--- config.mk ---
export PLATFORM = sky130hd
export DESIGN_NAME = sector_cache_tag_manager_flat
export DESIGN_NICKNAME = d
export VERILOG_FILES = /design/src/sctm_pkg.sv /design/src/sctm_req_if.sv /design/src/sctm_rsp_if.sv /design/src/sctm_ctrl.sv /design/src/sctm_datapath.sv /design/src/sector_cache_tag_manager.sv /design/src/flat_wrapper.sv
export SDC_FILE = /design/constraint.sdc
export NUM_CORES = 2
export LEC_CHECK = 0
export BUFFER_PORTS_ARGS = -buffer_cell sky130_fd_sc_hd__buf_4
export CORE_ASPECT_RATIO = 1.2
export CORE_MARGIN = 8
export CORE_UTILIZATION = 55
export DETAILED_ROUTE_END_ITERATION = 10
export PLACE_DENSITY = 0.72
export SLEW_MARGIN = 25
export SYNTH_ARGS = -nofsm -noshare
export SYNTH_HDL_FRONTEND = slang
export SYNTH_SLANG_ARGS = --single-unit
--- constraint.sdc ---
create_clock -name clk -period 15.49 [get_ports clk]
set_clock_uncertainty 0.05 [all_clocks]
set_input_delay 3.098 -clock clk [delete_from_list [all_inputs] [get_ports clk]]
set_output_delay 3.098 -clock clk [all_outputs]
set_load 0.01 [all_outputs]
--- src/sctm_pkg.sv ---
`timescale 1ns / 1ps
// ----------------------------------------------------------------------------
// Sector cache tag manager package
// Field widths, request and result codes, and the types shared by the
// controller, the datapath and the channel interfaces.
// ----------------------------------------------------------------------------
package sctm_pkg;

	localparam int unsigned NUM_ENTRIES_DEF = 8;
	localparam int unsigned AGE_BITS_DEF    = 16;

	localparam int unsigned KIND_W   = 3;
	localparam int unsigned DRIVE_W  = 8;
	localparam int unsigned SECTOR_W = 32;
	localparam int unsigned STATUS_W = 3;
	localparam int unsigned SLOT_W   = 3;
	localparam int unsigned CMD_W    = 2;

	// Drive number that marks an empty entry.
	localparam logic [DRIVE_W-1:0] VACANT_DRIVE = 8'hFF;

	// Request kinds.
	localparam logic [KIND_W-1:0] KIND_OPEN   = 3'd0;
	localparam logic [KIND_W-1:0] KIND_READ   = 3'd1;
	localparam logic [KIND_W-1:0] KIND_MARK   = 3'd2;
	localparam logic [KIND_W-1:0] KIND_WB_ONE = 3'd3;
	localparam logic [KIND_W-1:0] KIND_WB_ALL = 3'd4;

	// Result status codes.
	localparam logic [STATUS_W-1:0] STATUS_OK          = 3'd0;
	localparam logic [STATUS_W-1:0] STATUS_NOT_CACHED  = 3'd1;
	localparam logic [STATUS_W-1:0] STATUS_NO_DISK     = 3'd2;
	localparam logic [STATUS_W-1:0] STATUS_RANGE       = 3'd3;
	localparam logic [STATUS_W-1:0] STATUS_READ_ISSUED = 3'd4;

	// Disk commands.
	localparam logic [CMD_W-1:0] CMD_NONE  = 2'd0;
	localparam logic [CMD_W-1:0] CMD_WB    = 2'd1;
	localparam logic [CMD_W-1:0] CMD_READ  = 2'd2;

	typedef enum logic [2:0] {
		ST_IDLE,
		ST_LOOKUP,
		ST_SCAN,
		ST_EVICT,
		ST_FILL,
		ST_FLUSH
	} state_t;

	typedef enum logic [2:0] {
		OP_NONE,
		OP_CAPTURE,
		OP_LOOKUP,
		OP_SCAN_STEP,
		OP_EVICT_WB,
		OP_FILL,
		OP_FLUSH_STEP
	} dp_op_t;

	typedef struct packed {
		logic in_kind_valid;
		logic in_is_flush;
		logic out_free;
		logic need_scan;
		logic scan_last;
		logic victim_dirty;
		logic flush_needs_out;
		logic flush_done;
	} sctm_status_t;

endpackage

--- src/sctm_req_if.sv ---
`timescale 1ns / 1ps
// ----------------------------------------------------------------------------
// Request channel
// Valid/ready channel carrying one cache request item.
// ----------------------------------------------------------------------------
interface sctm_req_if;
	import sctm_pkg::*;

	logic                valid;
	logic                ready;
	logic [KIND_W-1:0]   kind;
	logic [DRIVE_W-1:0]  drive;
	logic [SECTOR_W-1:0] sector;
	logic                disk_present;
	logic [SECTOR_W-1:0] disk_sectors;

	modport source (output valid, kind, drive, sector, disk_present, disk_sectors,
		input ready);
	modport sink (input valid, kind, drive, sector, disk_present, disk_sectors,
		output ready);
endinterface

--- src/sctm_rsp_if.sv ---
`timescale 1ns / 1ps
// ----------------------------------------------------------------------------
// Result channel
// Valid/ready channel carrying one result item of the cache tag manager.
// ----------------------------------------------------------------------------
interface sctm_rsp_if;
	import sctm_pkg::*;

	logic                valid;
	logic                ready;
	logic [STATUS_W-1:0] status;
	logic [SLOT_W-1:0]   slot;
	logic                hit;
	logic [CMD_W-1:0]    command;
	logic [DRIVE_W-1:0]  cmd_drive;
	logic [SECTOR_W-1:0] cmd_sector;
	logic                last;

	modport source (output valid, status, slot, hit, command, cmd_drive, cmd_sector,
		last, input ready);
	modport sink (input valid, status, slot, hit, command, cmd_drive, cmd_sector,
		last, output ready);
endinterface

--- src/sctm_ctrl.sv ---
`timescale 1ns / 1ps
// ----------------------------------------------------------------------------
// Sector cache tag manager controller
// State machine that sequences lookup, victim scan, eviction and flush.
// ----------------------------------------------------------------------------
module sctm_ctrl (
	input  logic                  clk,
	input  logic                  arst_n,
	input  logic                  in_valid,
	output logic                  in_ready,
	input  sctm_pkg::sctm_status_t status,
	output sctm_pkg::dp_op_t      op
);
	import sctm_pkg::*;

	state_t state_q;
	state_t state_next;

	always_ff @(posedge clk or negedge arst_n) begin
		if (!arst_n) begin
			state_q <= ST_IDLE;
		end else begin
			state_q <= state_next;
		end
	end

	always_comb begin
		state_next = state_q;
		unique case (state_q)
			ST_IDLE: begin
				if (in_valid) begin
					if (!status.in_kind_valid) begin
						state_next = ST_IDLE;
					end else if (status.in_is_flush) begin
						state_next = ST_FLUSH;
					end else begin
						state_next = ST_LOOKUP;
					end
				end
			end
			ST_LOOKUP: begin
				if (status.out_free) begin
					state_next = status.need_scan ? ST_SCAN : ST_IDLE;
				end
			end
			ST_SCAN: begin
				if (status.scan_last) begin
					state_next = ST_EVICT;
				end
			end
			ST_EVICT: begin
				if (status.out_free) begin
					state_next = status.victim_dirty ? ST_FILL : ST_IDLE;
				end
			end
			ST_FILL: begin
				if (status.out_free) begin
					state_next = ST_IDLE;
				end
			end
			ST_FLUSH: begin
				if ((!status.flush_needs_out || status.out_free) && status.flush_done) begin
					state_next = ST_IDLE;
				end
			end
			default: begin
				state_next = ST_IDLE;
			end
		endcase
	end

	always_comb begin
		in_ready = 1'b0;
		op       = OP_NONE;
		unique case (state_q)
			ST_IDLE: begin
				in_ready = 1'b1;
				if (in_valid) begin
					op = OP_CAPTURE;
				end
			end
			ST_LOOKUP: begin
				if (status.out_free) begin
					op = OP_LOOKUP;
				end
			end
			ST_SCAN: begin
				op = OP_SCAN_STEP;
			end
			ST_EVICT: begin
				if (status.out_free) begin
					op = status.victim_dirty ? OP_EVICT_WB : OP_FILL;
				end
			end
			ST_FILL: begin
				if (status.out_free) begin
					op = OP_FILL;
				end
			end
			ST_FLUSH: begin
				if (!status.flush_needs_out || status.out_free) begin
					op = OP_FLUSH_STEP;
				end
			end
			default: begin
				op = OP_NONE;
			end
		endcase
	end

endmodule

--- src/sctm_datapath.sv ---
`timescale 1ns / 1ps
// ----------------------------------------------------------------------------
// Sector cache tag manager datapath
// Entry tags, ages and marks, the request register, the victim scan
// registers and the result register.
// ----------------------------------------------------------------------------
module sctm_datapath #(
	parameter int unsigned NUM_ENTRIES = sctm_pkg::NUM_ENTRIES_DEF,
	parameter int unsigned AGE_BITS    = sctm_pkg::AGE_BITS_DEF
) (
	input  logic                            clk,
	input  logic                            arst_n,
	input  sctm_pkg::dp_op_t                op,
	output sctm_pkg::sctm_status_t          status,
	input  logic [sctm_pkg::KIND_W-1:0]     req_kind,
	input  logic [sctm_pkg::DRIVE_W-1:0]    req_drive,
	input  logic [sctm_pkg::SECTOR_W-1:0]   req_sector,
	input  logic                            req_present,
	input  logic [sctm_pkg::SECTOR_W-1:0]   req_nsec,
	output logic                            rsp_valid,
	input  logic                            rsp_ready,
	output logic [sctm_pkg::STATUS_W-1:0]   rsp_status,
	output logic [sctm_pkg::SLOT_W-1:0]     rsp_slot,
	output logic                            rsp_hit,
	output logic [sctm_pkg::CMD_W-1:0]      rsp_command,
	output logic [sctm_pkg::DRIVE_W-1:0]    rsp_cmd_drive,
	output logic [sctm_pkg::SECTOR_W-1:0]   rsp_cmd_sector,
	output logic                            rsp_last
);
	import sctm_pkg::*;

	localparam int unsigned IDX_W = (NUM_ENTRIES > 1) ? $clog2(NUM_ENTRIES) : 1;
	localparam logic [IDX_W-1:0]    LAST_IDX = IDX_W'(NUM_ENTRIES - 1);
	localparam logic [AGE_BITS-1:0] AGE_MAX  = '1;

	// Registered request.
	logic [KIND_W-1:0]   kind_q;
	logic [DRIVE_W-1:0]  drive_q;
	logic [SECTOR_W-1:0] sector_q;
	logic                present_q;
	logic [SECTOR_W-1:0] nsec_q;

	// Entry state.
	logic [DRIVE_W-1:0]  tag_drive_q  [NUM_ENTRIES];
	logic [SECTOR_W-1:0] tag_sector_q [NUM_ENTRIES];
	logic [AGE_BITS-1:0] age_q        [NUM_ENTRIES];
	logic [NUM_ENTRIES-1:0] dirty_q;
	logic [NUM_ENTRIES-1:0] loaded_q;

	// Entry pointer, shared by the victim scan, eviction and flush.
	logic [IDX_W-1:0]    idx_q;
	logic [IDX_W-1:0]    best_idx_q;
	logic [AGE_BITS-1:0] best_age_q;
	logic                found_q;

	// Result register.
	logic                rsp_valid_q;
	logic [STATUS_W-1:0] status_q;
	logic [SLOT_W-1:0]   slot_q;
	logic                hit_q;
	logic [CMD_W-1:0]    command_q;
	logic [DRIVE_W-1:0]  cmd_drive_q;
	logic [SECTOR_W-1:0] cmd_sector_q;
	logic                last_q;

	logic [NUM_ENTRIES-1:0] occ;
	logic [NUM_ENTRIES-1:0] match;
	logic [NUM_ENTRIES-1:0] above;
	logic [NUM_ENTRIES-1:0] dirty_occ;
	logic                   hit;
	logic [IDX_W-1:0]       hit_idx;
	logic                   hit_dirty;
	logic                   hit_loaded;
	logic                   dirty_above;
	logic [AGE_BITS-1:0]    cur_age;
	logic [DRIVE_W-1:0]     cur_drive;
	logic [SECTOR_W-1:0]    cur_sector;
	logic                   cur_dirty;
	logic                   in_range;
	logic                   need_scan;
	logic                   scan_take;
	logic [IDX_W-1:0]       cand_idx;
	logic                   rsp_free;
	logic                   is_open_lookup;

	logic                   emit;
	logic [STATUS_W-1:0]    res_status;
	logic [IDX_W-1:0]       res_idx;
	logic                   res_hit;
	logic [CMD_W-1:0]       res_command;
	logic [DRIVE_W-1:0]     res_drive;
	logic [SECTOR_W-1:0]    res_sector;
	logic                   res_last;
	logic [SLOT_W+IDX_W-1:0] slot_ext;

	always_comb begin
		for (int i = 0; i < NUM_ENTRIES; i++) begin
			occ[i]   = (tag_drive_q[i] != VACANT_DRIVE);
			match[i] = (drive_q != VACANT_DRIVE) && (tag_drive_q[i] == drive_q) &&
				(tag_sector_q[i] == sector_q);
			above[i] = (IDX_W'(i) > idx_q);
		end
	end

	// Lowest matching entry wins; tags are unique in practice.
	always_comb begin
		hit_idx = '0;
		for (int i = NUM_ENTRIES - 1; i >= 0; i--) begin
			if (match[i]) begin
				hit_idx = IDX_W'(i);
			end
		end
	end

	assign dirty_occ   = dirty_q & occ;
	assign hit         = |match;
	assign hit_dirty   = |(match & dirty_q);
	assign hit_loaded  = |(match & loaded_q);
	assign dirty_above = |(dirty_occ & above);
	assign cur_age     = age_q[idx_q];
	assign cur_drive   = tag_drive_q[idx_q];
	assign cur_sector  = tag_sector_q[idx_q];
	assign cur_dirty   = dirty_occ[idx_q];
	assign in_range    = (sector_q < nsec_q);
	assign need_scan   = (kind_q == KIND_OPEN) && !hit && present_q &&
		(drive_q != VACANT_DRIVE) && in_range;
	assign scan_take   = !found_q && (best_age_q <= cur_age);
	assign cand_idx    = scan_take ? idx_q : best_idx_q;
	assign rsp_free    = !rsp_valid_q || rsp_ready;
	assign is_open_lookup = (op == OP_LOOKUP) && (kind_q == KIND_OPEN);

	assign status.in_kind_valid   = (req_kind <= KIND_WB_ALL);
	assign status.in_is_flush     = (req_kind == KIND_WB_ALL);
	assign status.out_free        = rsp_free;
	assign status.need_scan       = need_scan;
	assign status.scan_last       = (idx_q == LAST_IDX);
	assign status.victim_dirty    = cur_dirty;
	assign status.flush_needs_out = cur_dirty || !dirty_above;
	assign status.flush_done      = !dirty_above;

	// Result of the current step.
	always_comb begin
		emit        = 1'b0;
		res_status  = STATUS_OK;
		res_idx     = '0;
		res_hit     = 1'b0;
		res_command = CMD_NONE;
		res_drive   = '0;
		res_sector  = '0;
		res_last    = 1'b1;
		unique case (op)
			OP_LOOKUP: begin
				unique case (kind_q)
					KIND_OPEN: begin
						if (hit) begin
							emit    = 1'b1;
							res_idx = hit_idx;
							res_hit = 1'b1;
						end else if (!present_q || drive_q == VACANT_DRIVE) begin
							emit       = 1'b1;
							res_status = STATUS_NO_DISK;
						end else if (!in_range) begin
							emit       = 1'b1;
							res_status = STATUS_RANGE;
						end
					end
					KIND_READ: begin
						emit = 1'b1;
						if (!hit) begin
							res_status = STATUS_NOT_CACHED;
						end else begin
							res_idx = hit_idx;
							res_hit = 1'b1;
							if (hit_loaded) begin
								res_status = STATUS_OK;
							end else if (present_q) begin
								res_status  = STATUS_READ_ISSUED;
								res_command = CMD_READ;
								res_drive   = drive_q;
								res_sector  = sector_q;
							end else begin
								res_status = STATUS_NO_DISK;
							end
						end
					end
					KIND_MARK: begin
						emit = 1'b1;
						if (!hit) begin
							res_status = STATUS_NOT_CACHED;
						end else begin
							res_idx = hit_idx;
							res_hit = 1'b1;
						end
					end
					KIND_WB_ONE: begin
						emit = 1'b1;
						if (!hit) begin
							res_status = STATUS_NOT_CACHED;
						end else begin
							res_idx = hit_idx;
							res_hit = 1'b1;
							if (hit_dirty && !present_q) begin
								res_status = STATUS_NO_DISK;
							end else if (hit_dirty) begin
								res_command = CMD_WB;
								res_drive   = drive_q;
								res_sector  = sector_q;
							end
						end
					end
					default: begin
						emit = 1'b0;
					end
				endcase
			end
			OP_EVICT_WB: begin
				emit        = 1'b1;
				res_idx     = idx_q;
				res_command = CMD_WB;
				res_drive   = cur_drive;
				res_sector  = cur_sector;
				res_last    = 1'b0;
			end
			OP_FILL: begin
				emit    = 1'b1;
				res_idx = idx_q;
			end
			OP_FLUSH_STEP: begin
				if (cur_dirty) begin
					emit        = 1'b1;
					res_idx     = idx_q;
					res_hit     = 1'b1;
					res_command = CMD_WB;
					res_drive   = cur_drive;
					res_sector  = cur_sector;
					res_last    = !dirty_above;
				end else if (!dirty_above) begin
					// Nothing dirty at all: a single empty result closes the item.
					emit = 1'b1;
				end
			end
			default: begin
				emit = 1'b0;
			end
		endcase
	end

	assign slot_ext = {SLOT_W'(0), res_idx};

	// Entry pointer and victim scan registers.
	always_ff @(posedge clk or negedge arst_n) begin
		if (!arst_n) begin
			idx_q      <= '0;
			best_idx_q <= '0;
			best_age_q <= '0;
			found_q    <= 1'b0;
		end else begin
			unique case (op)
				OP_CAPTURE: begin
					idx_q <= '0;
				end
				OP_LOOKUP: begin
					idx_q      <= '0;
					best_idx_q <= '0;
					best_age_q <= '0;
					found_q    <= 1'b0;
				end
				OP_SCAN_STEP: begin
					if (scan_take) begin
						best_age_q <= cur_age;
						best_idx_q <= idx_q;
					end
					if (!found_q && cur_age == AGE_MAX) begin
						found_q <= 1'b1;
					end
					// On the last entry the pointer settles on the victim.
					idx_q <= (idx_q == LAST_IDX) ? cand_idx : idx_q + 1'b1;
				end
				OP_FLUSH_STEP: begin
					idx_q <= idx_q + 1'b1;
				end
				default: begin
					idx_q <= idx_q;
				end
			endcase
		end
	end

	// The request register starts on the empty marker so that nothing
	// matches before the first item arrives.
	always_ff @(posedge clk or negedge arst_n) begin
		if (!arst_n) begin
			kind_q    <= KIND_OPEN;
			drive_q   <= VACANT_DRIVE;
			sector_q  <= '0;
			present_q <= 1'b0;
			nsec_q    <= '0;
		end else if (op == OP_CAPTURE) begin
			kind_q    <= req_kind;
			drive_q   <= req_drive;
			sector_q  <= req_sector;
			present_q <= req_present;
			nsec_q    <= req_nsec;
		end
	end

	// Entry state.
	always_ff @(posedge clk or negedge arst_n) begin
		if (!arst_n) begin
			for (int i = 0; i < NUM_ENTRIES; i++) begin
				tag_drive_q[i]  <= VACANT_DRIVE;
				tag_sector_q[i] <= '0;
				age_q[i]        <= AGE_MAX;
			end
			dirty_q  <= '0;
			loaded_q <= '0;
		end else begin
			for (int i = 0; i < NUM_ENTRIES; i++) begin
				if (is_open_lookup) begin
					if (match[i]) begin
						age_q[i] <= '0;
					end else if (occ[i] && age_q[i] != AGE_MAX) begin
						age_q[i] <= age_q[i] + 1'b1;
					end
				end
				if (op == OP_LOOKUP && match[i]) begin
					if (kind_q == KIND_READ || kind_q == KIND_MARK) begin
						loaded_q[i] <= 1'b1;
					end
					if (kind_q == KIND_MARK) begin
						dirty_q[i] <= 1'b1;
					end
					if (kind_q == KIND_WB_ONE && present_q) begin
						dirty_q[i] <= 1'b0;
					end
				end
				if (idx_q == IDX_W'(i)) begin
					if (op == OP_EVICT_WB || op == OP_FLUSH_STEP) begin
						dirty_q[i] <= 1'b0;
					end
					if (op == OP_FILL) begin
						tag_drive_q[i]  <= drive_q;
						tag_sector_q[i] <= sector_q;
						age_q[i]        <= '0;
						dirty_q[i]      <= 1'b0;
						loaded_q[i]     <= 1'b0;
					end
				end
			end
		end
	end

	// Result register.
	always_ff @(posedge clk or negedge arst_n) begin
		if (!arst_n) begin
			rsp_valid_q <= 1'b0;
		end else if (emit) begin
			rsp_valid_q <= 1'b1;
		end else if (rsp_ready) begin
			rsp_valid_q <= 1'b0;
		end
	end

	always_ff @(posedge clk) begin
		if (emit) begin
			status_q     <= res_status;
			slot_q       <= slot_ext[SLOT_W-1:0];
			hit_q        <= res_hit;
			command_q    <= res_command;
			cmd_drive_q  <= res_drive;
			cmd_sector_q <= res_sector;
			last_q       <= res_last;
		end
	end

	assign rsp_valid      = rsp_valid_q;
	assign rsp_status     = status_q;
	assign rsp_slot       = slot_q;
	assign rsp_hit        = hit_q;
	assign rsp_command    = command_q;
	assign rsp_cmd_drive  = cmd_drive_q;
	assign rsp_cmd_sector = cmd_sector_q;
	assign rsp_last       = last_q;

`ifndef NO_ASSERTIONS
	a_emit_when_free: assert property (@(posedge clk) disable iff (!arst_n)
		emit |-> rsp_free)
		else $error("result produced while the result register is still occupied");

	a_tags_unique: assert property (@(posedge clk) disable iff (!arst_n)
		$onehot0(match))
		else $error("request matches more than one cache entry");

	a_dirty_occupied: assert property (@(posedge clk) disable iff (!arst_n)
		!(|(dirty_q & ~occ)))
		else $error("empty entry carries a dirty mark");

	a_fill_hits: assert property (@(posedge clk) disable iff (!arst_n)
		(op == OP_FILL) |=> hit)
		else $error("freshly filled entry does not match its request");
`endif

endmodule

--- src/sector_cache_tag_manager.sv ---
`timescale 1ns / 1ps
// An open hit, read, mark or single write back is captured on acceptance and answered in the
// lookup step once the result register is free; a new item is taken only back in idle.
// An allocating open runs lookup, the victim scan over every entry and fill, writing a dirty
// victim back before the fill; a busy receiver adds stalls. A full flush steps one entry per
// cycle up to the last dirty entry unless held by a busy receiver, one item per dirty entry.
// Reset is asynchronous: all entries empty, ages saturated, marks cleared, no clearing pass.
// ----------------------------------------------------------------------------
// Sector cache tag manager
// Tag and policy side of a fully associative write-back disk-sector cache
// with saturating age counters for victim choice.
// ----------------------------------------------------------------------------
module sector_cache_tag_manager #(
	parameter int unsigned NUM_ENTRIES = sctm_pkg::NUM_ENTRIES_DEF,
	parameter int unsigned AGE_BITS    = sctm_pkg::AGE_BITS_DEF
) (
	input logic         clk,
	input logic         arst_n,
	sctm_req_if.sink    req,
	sctm_rsp_if.source  rsp
);
	import sctm_pkg::*;

	// The controller owns the sequencing; the datapath owns every piece of
	// entry state and performs exactly one operation per cycle as told.
	dp_op_t       op;
	sctm_status_t status;

	sctm_ctrl u_ctrl (
		.clk      (clk),
		.arst_n   (arst_n),
		.in_valid (req.valid),
		.in_ready (req.ready),
		.status   (status),
		.op       (op)
	);

	// Every comparison against the stored tags is done in parallel, one
	// comparator per entry. Ageing of all occupied entries happens in the
	// same cycle as the lookup of an open request, so that the victim scan
	// which follows sees the aged values. The victim is the first entry whose
	// age has saturated, otherwise the last entry holding the greatest age.
	// The result register sits at the output, so a new item may be accepted
	// while the final result of the previous one still waits to be taken.
	sctm_datapath #(
		.NUM_ENTRIES (NUM_ENTRIES),
		.AGE_BITS    (AGE_BITS)
	) u_datapath (
		.clk            (clk),
		.arst_n         (arst_n),
		.op             (op),
		.status         (status),
		.req_kind       (req.kind),
		.req_drive      (req.drive),
		.req_sector     (req.sector),
		.req_present    (req.disk_present),
		.req_nsec       (req.disk_sectors),
		.rsp_valid      (rsp.valid),
		.rsp_ready      (rsp.ready),
		.rsp_status     (rsp.status),
		.rsp_slot       (rsp.slot),
		.rsp_hit        (rsp.hit),
		.rsp_command    (rsp.command),
		.rsp_cmd_drive  (rsp.cmd_drive),
		.rsp_cmd_sector (rsp.cmd_sector),
		.rsp_last       (rsp.last)
	);

endmodule

--- src/flat_wrapper.sv ---
// flat-port wrapper written by rule: the top's interface ports become plain ports
module sector_cache_tag_manager_flat import sctm_pkg::*;
#(
	parameter int unsigned NUM_ENTRIES = sctm_pkg::NUM_ENTRIES_DEF,
	parameter int unsigned AGE_BITS    = sctm_pkg::AGE_BITS_DEF
)
  (clk, arst_n, req_valid, req_kind, req_drive, req_sector, req_disk_present, req_disk_sectors, req_ready, rsp_valid, rsp_status, rsp_slot, rsp_hit, rsp_command, rsp_cmd_drive, rsp_cmd_sector, rsp_last, rsp_ready);
  sctm_req_if req_i ();
  sctm_rsp_if rsp_i ();
  input logic clk;
  input logic arst_n;
  input wire logic [$bits(req_i.valid)-1:0] req_valid;
  input wire logic [$bits(req_i.kind)-1:0] req_kind;
  input wire logic [$bits(req_i.drive)-1:0] req_drive;
  input wire logic [$bits(req_i.sector)-1:0] req_sector;
  input wire logic [$bits(req_i.disk_present)-1:0] req_disk_present;
  input wire logic [$bits(req_i.disk_sectors)-1:0] req_disk_sectors;
  output wire logic [$bits(req_i.ready)-1:0] req_ready;
  output wire logic [$bits(rsp_i.valid)-1:0] rsp_valid;
  output wire logic [$bits(rsp_i.status)-1:0] rsp_status;
  output wire logic [$bits(rsp_i.slot)-1:0] rsp_slot;
  output wire logic [$bits(rsp_i.hit)-1:0] rsp_hit;
  output wire logic [$bits(rsp_i.command)-1:0] rsp_command;
  output wire logic [$bits(rsp_i.cmd_drive)-1:0] rsp_cmd_drive;
  output wire logic [$bits(rsp_i.cmd_sector)-1:0] rsp_cmd_sector;
  output wire logic [$bits(rsp_i.last)-1:0] rsp_last;
  input wire logic [$bits(rsp_i.ready)-1:0] rsp_ready;
  assign req_i.valid = req_valid;
  assign req_i.kind = req_kind;
  assign req_i.drive = req_drive;
  assign req_i.sector = req_sector;
  assign req_i.disk_present = req_disk_present;
  assign req_i.disk_sectors = req_disk_sectors;
  assign req_ready = req_i.ready;
  assign rsp_valid = rsp_i.valid;
  assign rsp_status = rsp_i.status;
  assign rsp_slot = rsp_i.slot;
  assign rsp_hit = rsp_i.hit;
  assign rsp_command = rsp_i.command;
  assign rsp_cmd_drive = rsp_i.cmd_drive;
  assign rsp_cmd_sector = rsp_i.cmd_sector;
  assign rsp_last = rsp_i.last;
  assign rsp_i.ready = rsp_ready;
  sector_cache_tag_manager #(.NUM_ENTRIES(NUM_ENTRIES), .AGE_BITS(AGE_BITS)) u_core (.clk(clk), .arst_n(arst_n), .req(req_i), .rsp(rsp_i));
endmodule
# --- Word level (Yosys, flattened, before mapping) ---
# Index checks and enable logic that the tools add are counted.
classes:
  n_mux: 222
  reduce_logical: 79
  n_lt_le_gt_ge: 13
  n_bitwise: 5
  addsub: 9
  n_eq_ne: 65
ops:
  columns: ["cell", "n"]
  rows:
  - ["two-way mux 16 bit", 43]
  - ["two-way mux 32 bit", 9]
  - ["equality test 32 bit", 8]
  - ["adder 16 x 1 -> 16 bit, second input constant", 8]
  - ["!= test 16 bit, second input constant", 8]
  - ["two-way mux 1 bit", 101]
  - ["binary-select mux 32 bit (select 3 bit)", 1]
  - ["case mux 32 bit (3 select lines)", 1]
  - ["two-way mux 3 bit", 28]
  - ["two-way mux 8 bit", 9]
  - ["!= test 8 bit, second input constant", 9]
  - ["equality test 8 bit", 8]
  - ["case mux 32 bit (2 select lines)", 1]
  - ["binary-select mux 16 bit (select 3 bit)", 1]
  - ["logical AND 1 bit", 42]
  - ["case mux 3 bit (6 select lines)", 2]
  - ["bitwise AND 8 bit", 4]
  - ["< comparator 32 bit", 1]
  - ["case mux 16 bit (2 select lines)", 1]
  - ["OR reduction 8 bit", 4]
  - ["equality test 3 bit, second input constant", 10]
  - ["binary-select mux 8 bit (select 3 bit)", 1]
  - ["equality test 3 x 2 -> 1 bit, second input constant", 8]
  - ["case mux 8 bit (3 select lines)", 1]
  - ["other kinds (34)", 84]
totals:
  input_bits: 80
  word_cells: 437
  reg_bits: 617
  output_inout_bits: 52

# --- Logic depth before layout (Yosys ltp) ---
depth:
  word_depth: 16
  ltp_mapped: 17
  mapped_depth_nobuf: 13

# --- Hierarchy ---
# From an unflattened synthesis, not the netlist that was laid out.
unflattened:
  hier_cells: 3316
  area_unflattened_um2: 35390.2
modules_own_cells:
  columns: ["mod", "area_per_inst_um2", "cells_per_inst", "seq_area_each_um2", "instances"]
  rows:
  - ["sctm_datapath", 35073.6, 3274, 15865.2, 1]
  - ["sctm_ctrl", 316.6, 42, 75.1, 1]

# --- Worst setup path before layout ---
# Ideal clock, no wire load.
synth_timing:
  path_type: "input port to flip-flop"
  from: "input rsp_ready"
  to: "register u_core.u_datapath.cmd_drive_q[0] (netlist: u_core.u_datapath.rsp_cmd_drive[0]), enable pin"
  path_stages: 5
  n_path_buf: 1
  setup_time_ns: 0.475
  t_required_ns: 14.965
  arrival_ns: 6.237
  path_slack_ns: 8.728
  cell_sequence: "nor2b_1 clkbuf_1 nor4_2 nand2b_1 o22ai_1"
synth_between:
  elab_chain_len: 7
  elab_cells_between_ends: 13
synth_lines:
  columns: ["element", "line", "text"]
  rows:
  - ["start: declaration", "flat_wrapper.sv:27", "input wire logic [$bits(rsp_i.ready)-1:0] rsp_ready;"]
  - ["logical OR 1 bit *", "sctm_datapath.sv:129", "assign rsp_free = !rsp_valid_q || rsp_ready;"]
  - ["logical OR 1 bit", "sctm_ctrl.sv:101", "if (!status.flush_needs_out || status.out_free) begin"]
  - ["two-way mux 3 bit", "sctm_ctrl.sv:101", null]
  - ["case mux 3 bit (6 select lines) *", "sctm_ctrl.sv:75", "unique case (state_q)"]
  - ["equality test 3 bit", "sctm_datapath.sv:151", "unique case (op)"]
  - ["OR reduction 2 bit (no line)", null, null]
  - ["case mux 1 bit (3 select lines) *", "sctm_datapath.sv:151", null]
  - ["named net u_core.u_datapath.emit", "sctm_datapath.sv:86", "logic emit;"]
  - ["end signal: assignment", "sctm_datapath.sv:370", "cmd_drive_q <= res_drive;"]
  - ["end: declaration", "sctm_datapath.sv:62", "logic [DRIVE_W-1:0] cmd_drive_q;"]
# Mark *: on every way through the listed nets, which the timed path passes. The rest lies on a longest branch.
# A chain may end at the register's enable or synchronous reset.

# --- Final worst setup path ---
layout_timing:
  from: "input rsp_ready"
  to: "register u_core.u_datapath.age_q[36] (netlist name)"
layout_between:
  elab_chain_len: 9
  elab_cells_between_ends: 13
layout_lines:
  columns: ["element", "line", "text"]
  rows:
  - ["logical OR 1 bit *", "sctm_datapath.sv:129", null]
  - ["logical OR 1 bit", "sctm_ctrl.sv:101", null]
  - ["two-way mux 3 bit", "sctm_ctrl.sv:101", null]
  - ["case mux 3 bit (6 select lines) *", "sctm_ctrl.sv:75", null]
  - ["equality test 3 x 2 -> 1 bit", "sctm_datapath.sv:130", "assign is_open_lookup = (op == OP_LOOKUP) && (kind_q == KIND_OPEN);"]
  - ["logical AND 1 bit", "sctm_datapath.sv:130", null]
  - ["two-way mux 16 bit", "sctm_datapath.sv:319", "if (is_open_lookup) begin"]
  - ["two-way mux 16 bit", "sctm_datapath.sv:341", "if (op == OP_FILL) begin"]
  - ["two-way mux 16 bit *", "sctm_datapath.sv:337", "if (idx_q == IDX_W'(i)) begin"]
  - ["end signal: indexed assignment", "sctm_datapath.sv:323", "age_q[i] <= age_q[i] + 1'b1;"]
  - ["end: declaration", "sctm_datapath.sv:46", "logic [AGE_BITS-1:0] age_q [NUM_ENTRIES];"]
# Every way passes the cells marked *; elsewhere a longest branch is shown, timed or not.

==> report_table.html <==
<table>
<tr><th>Metric</th><th>Value</th></tr>
<tr><th colspan="2">GRT</th></tr>
<tr><td>Antenna violations before repair</td><td>4</td></tr>
<tr><td>Largest net degree at the start of global routing</td><td>100</td></tr>
<tr><td>Sum of overflow across all layers after global routing</td><td>0</td></tr>
<tr><td>Wire length of the first global-routing pass</td><td>around 180 mm</td></tr>
<tr><td>Vias in the first global route</td><td>28200</td></tr>
<tr><td>GRT Resource Usage Total</td><td>0.330</td></tr>
<tr><th colspan="2">Routing</th></tr>
<tr><td>Routed wire per std cell</td><td>slightly below 30 um</td></tr>
<tr><td>Routed Wire Length</td><td>around 120 mm</td></tr>
<tr><td>Vias per inst</td><td>approximately 6.8</td></tr>
<tr><td>Count of vias placed by the detailed router</td><td>~28000</td></tr>
<tr><td>Detailed router's first-iteration violation count</td><td>between 3000 and 4000</td></tr>
<tr><td>DRC</td><td>0</td></tr>
<tr><td>First-pass iteration count of the detailed router</td><td>6</td></tr>
<tr><td>Number of nets with antenna violations after detailed routing</td><td>0</td></tr>
<tr><th colspan="2">Clocking</th></tr>
<tr><td>Clock slew seen by the registers of the worst setup and hold paths</td><td>approximately 0.060 ns</td></tr>
<tr><td>CTS root buf</td><td>sky130_fd_sc_hd__clkbuf_16</td></tr>
<tr><td>Setup fix buffers added after clock tree synthesis</td><td>0</td></tr>
<tr><td>Clock latency at the later pin of the worst-skew pair</td><td>approximately 0.63 ns</td></tr>
<tr><td>Clock Sink Count</td><td>between 600 and 700</td></tr>
<tr><td>Post-cts hold buffer count</td><td>0</td></tr>
<tr><td>Buffer depth of the longest clock path</td><td>3</td></tr>
<tr><td>Quantity of gates resized following cts</td><td>0</td></tr>
<tr><td>H-tree depth</td><td>3</td></tr>
<tr><td>CTS Buf Count</td><td>68</td></tr>
<tr><td>Clock tree from TritonCTS</td><td>built</td></tr>
<tr><th colspan="2">Setup path</th></tr>
<tr><td>Reg-to-reg setup timing slack</td><td>9.78 ns</td></tr>
<tr><td>Peak fanout along the critical path</td><td>70</td></tr>
<tr><td>Worst path slowest cell</td><td>sky130_fd_sc_hd__nor4_4</td></tr>
<tr><td>Element type at the critical path start</td><td>input port</td></tr>
<tr><td>Arrival time at the worst endpoint</td><td>6.39 ns</td></tr>
<tr><td>Cell repeated most along the worst path</td><td>sky130_fd_sc_hd__buf_4</td></tr>
<tr><td>CP peak stage delay</td><td>roughly 0.65 ns</td></tr>
<tr><td>Worst Setup End Kind</td><td>flip-flop</td></tr>
<tr><td>Type of the setup path with the least slack</td><td>input port to flip-flop</td></tr>
<tr><td>Sequence of cells on the critical path</td><td>buf_4 -&gt; nor2b_1 -&gt; nor4_4 -&gt; nand2b_1 -&gt; nor3_4 -&gt; buf_4 -&gt; nand2_1 -&gt; or4_1 -&gt; a21oi_1</td></tr>
<tr><td>Required time of the critical path</td><td>15.96 ns</td></tr>
<tr><th colspan="2">Synth</th></tr>
<tr><td>Flip-flop and latch count after synthesis</td><td>around 620</td></tr>
<tr><td>Dominant cells by area after synthesis</td><td>sky130_fd_sc_hd__dfrtp_1, sky130_fd_sc_hd__dfstp_2, sky130_fd_sc_hd__mux2_2, sky130_fd_sc_hd__xnor2_1, sky130_fd_sc_hd__edfxtp_1</td></tr>
<tr><td>Register area share after synthesis</td><td>0.450</td></tr>
<tr><td>Area share of the largest cell type after synthesis</td><td>0.259</td></tr>
<tr><td>Adder-cell share of the synthesized area</td><td>0.0209</td></tr>
<tr><td>Post-synthesis average cell area</td><td>between 10 and 15 sq um</td></tr>
<tr><td>Number of synthesized flops with an enable pin</td><td>50</td></tr>
<tr><td>Number of distinct standard cells referenced by the synthesized netlist</td><td>75</td></tr>
<tr><td>Synth warn</td><td>0</td></tr>
<tr><td>Simple logic cell fraction of the synthesized area</td><td>0.117</td></tr>
<tr><td>Synth Cell Area</td><td>about 35000 sq um</td></tr>
<tr><td>Async set-or-reset flop fraction in the synthesized netlist</td><td>0.919</td></tr>
<tr><td>Flip-flop cell with the highest count after synthesis</td><td>sky130_fd_sc_hd__dfrtp_1</td></tr>
<tr><td>Net count of the mapped netlist</td><td>3412</td></tr>
<tr><td>Proportion of synthesized area in mux cells</td><td>0.177</td></tr>
<tr><td>Synth Area in Compound Gates</td><td>0.119</td></tr>
<tr><td>Post-synthesis share of cell area spent on xor and xnor gates</td><td>0.0794</td></tr>
<tr><td>Post-Synthesis Cells</td><td>between 3000 and 4000</td></tr>
<tr><td>Combinational family with the most area after synthesis</td><td>multiplexers</td></tr>
<tr><td>Cell taking the most area after synthesis</td><td>sky130_fd_sc_hd__dfrtp_1</td></tr>
<tr><th colspan="2">STA</th></tr>
<tr><td>Max-slew headroom at the worst pin</td><td>0.241</td></tr>
<tr><td>Slew of the pin with the lowest slew margin</td><td>between 1 and 1.5 ns</td></tr>
<tr><td>Final-report hold violation count</td><td>0</td></tr>
<tr><td>Share of the cycle needed by the critical path after routing</td><td>0.382</td></tr>
<tr><td>Number of setup violations in the final report</td><td>0</td></tr>
<tr><td>Slew Limit Fails</td><td>0</td></tr>
<tr><td>Post-layout minimum cycle time</td><td>a little under 6 ns</td></tr>
<tr><td>Max Fclk</td><td>169 MHz</td></tr>
<tr><td>Setup repair after global routing missed its margin</td><td>false</td></tr>
<tr><td>Sum of negative setup slack</td><td>0 ns</td></tr>
<tr><th colspan="2">Final layout</th></tr>
<tr><td>Final cell utilization of the core</td><td>0.612</td></tr>
<tr><td>Area overhead of the layout relative to synthesis</td><td>10.8%</td></tr>
<tr><td>FILL cells</td><td>~5200</td></tr>
<tr><td>Share of cells above drive strength 1</td><td>0.299</td></tr>
<tr><td>Number of nets at the end of the flow</td><td>3412</td></tr>
<tr><th colspan="2">Die</th></tr>
<tr><td>Count of pins on the block boundary</td><td>about 130</td></tr>
<tr><td>Die extent in y</td><td>approximately 300 um</td></tr>
<tr><td>Die ar.</td><td>72800 sq um</td></tr>
<tr><td>Starting density of the core</td><td>0.553</td></tr>
<tr><td>Number of standard-cell rows in the floorplan</td><td>~100</td></tr>
<tr><td>Chip Width</td><td>roughly 250 um</td></tr>
<tr><td>Std-Cell Core Area</td><td>between 60000 and 70000 sq um</td></tr>
<tr><th colspan="2">Worst hold path</th></tr>
<tr><td>Kind of path behind the tightest hold check</td><td>flip-flop to flip-flop</td></tr>
<tr><th colspan="2">Place</th></tr>
<tr><td># port buffers</td><td>131</td></tr>
<tr><td>Half-perimeter wire length of the detailed placement result</td><td>between 80 and 90 mm</td></tr>
<tr><td>Final estimated routing congestion in global placement</td><td>~1.0</td></tr>
<tr><th colspan="2">Status</th></tr>
<tr><td>Outcome</td><td>complete, no violations</td></tr>
<tr><th colspan="2">Power and ir drop</th></tr>
<tr><td>Leak</td><td>between 15 and 20 nW</td></tr>
<tr><td>Cell area power density</td><td>182 nW/um^2</td></tr>
<tr><td>Worst IR Drop VDD</td><td>111 uV</td></tr>
<tr><th colspan="2">Run</th></tr>
<tr><td>Max cap viols</td><td>0</td></tr>
</table>
final timing paths:
path,from,endpoint,depth (start not counted)
max,rsp_ready,u_core.u_datapath.age_q[36],9
min,u_core.u_datapath.age_q[107],u_core.u_datapath.age_q[107],2
max reg2reg,u_core.u_datapath.sector_q[29],u_core.u_datapath.rsp_cmd_sector[20],9
min reg2reg,u_core.u_datapath.age_q[107],u_core.u_datapath.age_q[107],2
max in group asynchronous,arst_n,u_core.u_datapath.dirty_q[1],3
min in group asynchronous,arst_n,u_core.u_ctrl.state_q[1],1
power by group:
part	leakage [nW]	switching, W	internal, W	total (W)
Clock	1.13	0.000693	0.00101	0.00171
Combinational	7.33	0.00164	0.00108	0.00272
Sequential	7.46	0.000609	0.00210	0.00271
per-stage QoR:
| step | worst slack, ns | hold WS [ns] | power, W | std cells | instance area, sq um |
|---|---|---|---|---|---|
| after detailed placement | 9.08 | 0.437 | 0.00534 | 4035 | 36900 |
| final | 9.57 | 0.444 | 0.00714 | 4159 | 39200 |
| after CTS | 9.69 | 0.446 | 0.00706 | 4157 | 39200 |
| after global routing | 9.34 | 0.468 | 0.00743 | 4157 | 39200 |
| after floorplan | 8.73 | 0.405 | 0.00423 | 3273 | 35400 |
| after global placement | 8.82 | 0.428 | 0.00527 | 4035 | 36900 |
area by class of cell:
cell class / instances / area, sq um / share of cell area
Antenna cell: 2 / 5.00 / 0.000128
Clock buffer: 97 / 1950 / 0.0498
Clock inverter: 25 / 353 / 0.00900
Inverter: 56 / 210 / 0.00536
Multi-Input combinational cell: 2340 / 18200 / 0.465
Sequential cell: 617 / 15900 / 0.407
Tap cell: 832 / 1040 / 0.0265
Timing Repair Buffer: 190 / 1470 / 0.0374
synth_stat cells (12+ instances only):
| cell | count |
|---|---|
| sky130_fd_sc_hd__dfrtp_1 | 367 |
| sky130_fd_sc_hd__mux4_2 | 44 |
| sky130_fd_sc_hd__nand2_1 | 152 |
| sky130_fd_sc_hd__and4_1 | 19 |
| sky130_fd_sc_hd__mux2_2 | 407 |
| sky130_fd_sc_hd__o21ai_0 | 178 |
| sky130_fd_sc_hd__a21o_1 | 16 |
| sky130_fd_sc_hd__nand4_1 | 105 |
| sky130_fd_sc_hd__mux2i_1 | 45 |
| sky130_fd_sc_hd__a21oi_1 | 171 |
| sky130_fd_sc_hd__inv_1 | 55 |
| sky130_fd_sc_hd__xor2_1 | 112 |
| sky130_fd_sc_hd__o211ai_1 | 13 |
| sky130_fd_sc_hd__o2bb2ai_1 | 41 |
| sky130_fd_sc_hd__buf_2 | 76 |
| sky130_fd_sc_hd__clkbuf_1 | 145 |
| sky130_fd_sc_hd__o22ai_1 | 52 |
| sky130_fd_sc_hd__buf_1 | 29 |
| sky130_fd_sc_hd__and3_1 | 33 |
| sky130_fd_sc_hd__nor3_1 | 31 |
| sky130_fd_sc_hd__or3_1 | 28 |
| sky130_fd_sc_hd__edfxtp_1 | 50 |
| sky130_fd_sc_hd__dfstp_2 | 200 |
| sky130_fd_sc_hd__nor2_1 | 196 |
| sky130_fd_sc_hd__nor3b_1 | 12 |
| sky130_fd_sc_hd__nand2b_1 | 16 |
| sky130_fd_sc_hd__mux2_4 | 15 |
| sky130_fd_sc_hd__xnor2_1 | 209 |
| sky130_fd_sc_hd__o221ai_1 | 40 |
| sky130_fd_sc_hd__a41oi_1 | 13 |
| sky130_fd_sc_hd__ha_1 | 59 |
| sky130_fd_sc_hd__a31oi_1 | 28 |
| sky130_fd_sc_hd__nand4b_1 | 20 |
| sky130_fd_sc_hd__nor4_1 | 61 |
| sky130_fd_sc_hd__nand3_1 | 55 |
| sky130_fd_sc_hd__nor2b_1 | 19 |
state kept, by name, summed over array words and instances, names as in the netlist, 16 cells and up:
signal / flops
u_core.u_datapath.best_age_q: 16
u_core.u_datapath.age_q: 128
u_core.u_datapath.tag_sector_q: 256
u_core.u_datapath.tag_drive_q: 64
u_core.u_datapath.sector_q: 32
u_core.u_datapath.nsec_q: 32
u_core.u_datapath.rsp_cmd_sector: 32
cell families (layout without fill, tap and decap cells):
group / after synthesis / after routing
AND/OR/NAND/NOR: 790 / 790
AO/OA/AOI/OAI: 659 / 659
flip-flops: 617 / 617
multiplexers: 511 / 511
XOR/XNOR: 321 / 321
buffers and inverters: 316 / 368
adder cells (fa/ha/maj): 59 / 59
other: 0 / 2
cells in the final DEF (no fill, tap or decap), types with 16 or more instances in the layout:
master,instances
sky130_fd_sc_hd__or3_1,28
sky130_fd_sc_hd__nand3_1,52
sky130_fd_sc_hd__o2bb2ai_1,41
sky130_fd_sc_hd__and3_1,32
sky130_fd_sc_hd__and4_1,19
sky130_fd_sc_hd__edfxtp_1,50
sky130_fd_sc_hd__inv_1,55
sky130_fd_sc_hd__a31oi_1,27
sky130_fd_sc_hd__a21o_1,16
sky130_fd_sc_hd__clkbuf_1,16
sky130_fd_sc_hd__a21oi_1,171
sky130_fd_sc_hd__xnor2_1,209
sky130_fd_sc_hd__dfrtp_1,364
sky130_fd_sc_hd__o22ai_1,51
sky130_fd_sc_hd__mux4_2,44
sky130_fd_sc_hd__nand4_1,105
sky130_fd_sc_hd__nand4b_1,20
sky130_fd_sc_hd__mux2_2,407
sky130_fd_sc_hd__nor2_1,192
sky130_fd_sc_hd__nor3_1,29
sky130_fd_sc_hd__nand2b_1,16
sky130_fd_sc_hd__nor4_1,58
sky130_fd_sc_hd__nand2_1,150
sky130_fd_sc_hd__nor2b_1,19
sky130_fd_sc_hd__clkbuf_16,69
sky130_fd_sc_hd__ha_1,59
sky130_fd_sc_hd__xor2_1,112
sky130_fd_sc_hd__o21ai_0,178
sky130_fd_sc_hd__o221ai_1,40
sky130_fd_sc_hd__mux2i_1,45
sky130_fd_sc_hd__buf_4,185
sky130_fd_sc_hd__dfstp_2,200
worst max-delay path, delay by kind of cell:
family / cells / cell delay, ns
AOI/OAI and AO/OA: 1 / 0.17
and+or+nand+nor: 6 / 2.38
buffers and inverters: 2 / 0.70
metal layers:
layer | up-vias | global-route usage | part of all wire
met4 | 6 | 0.239 | 0.085
li1 | 12100 | - | -
met3 | 400 | 0.0684 | 0.081
met5 | - | 0 | 0.00027
met1 | 14200 | 0.396 | 0.36
met2 | 1495 | 0.526 | 0.47
Note: power is estimated with default switching activity, not from simulation.
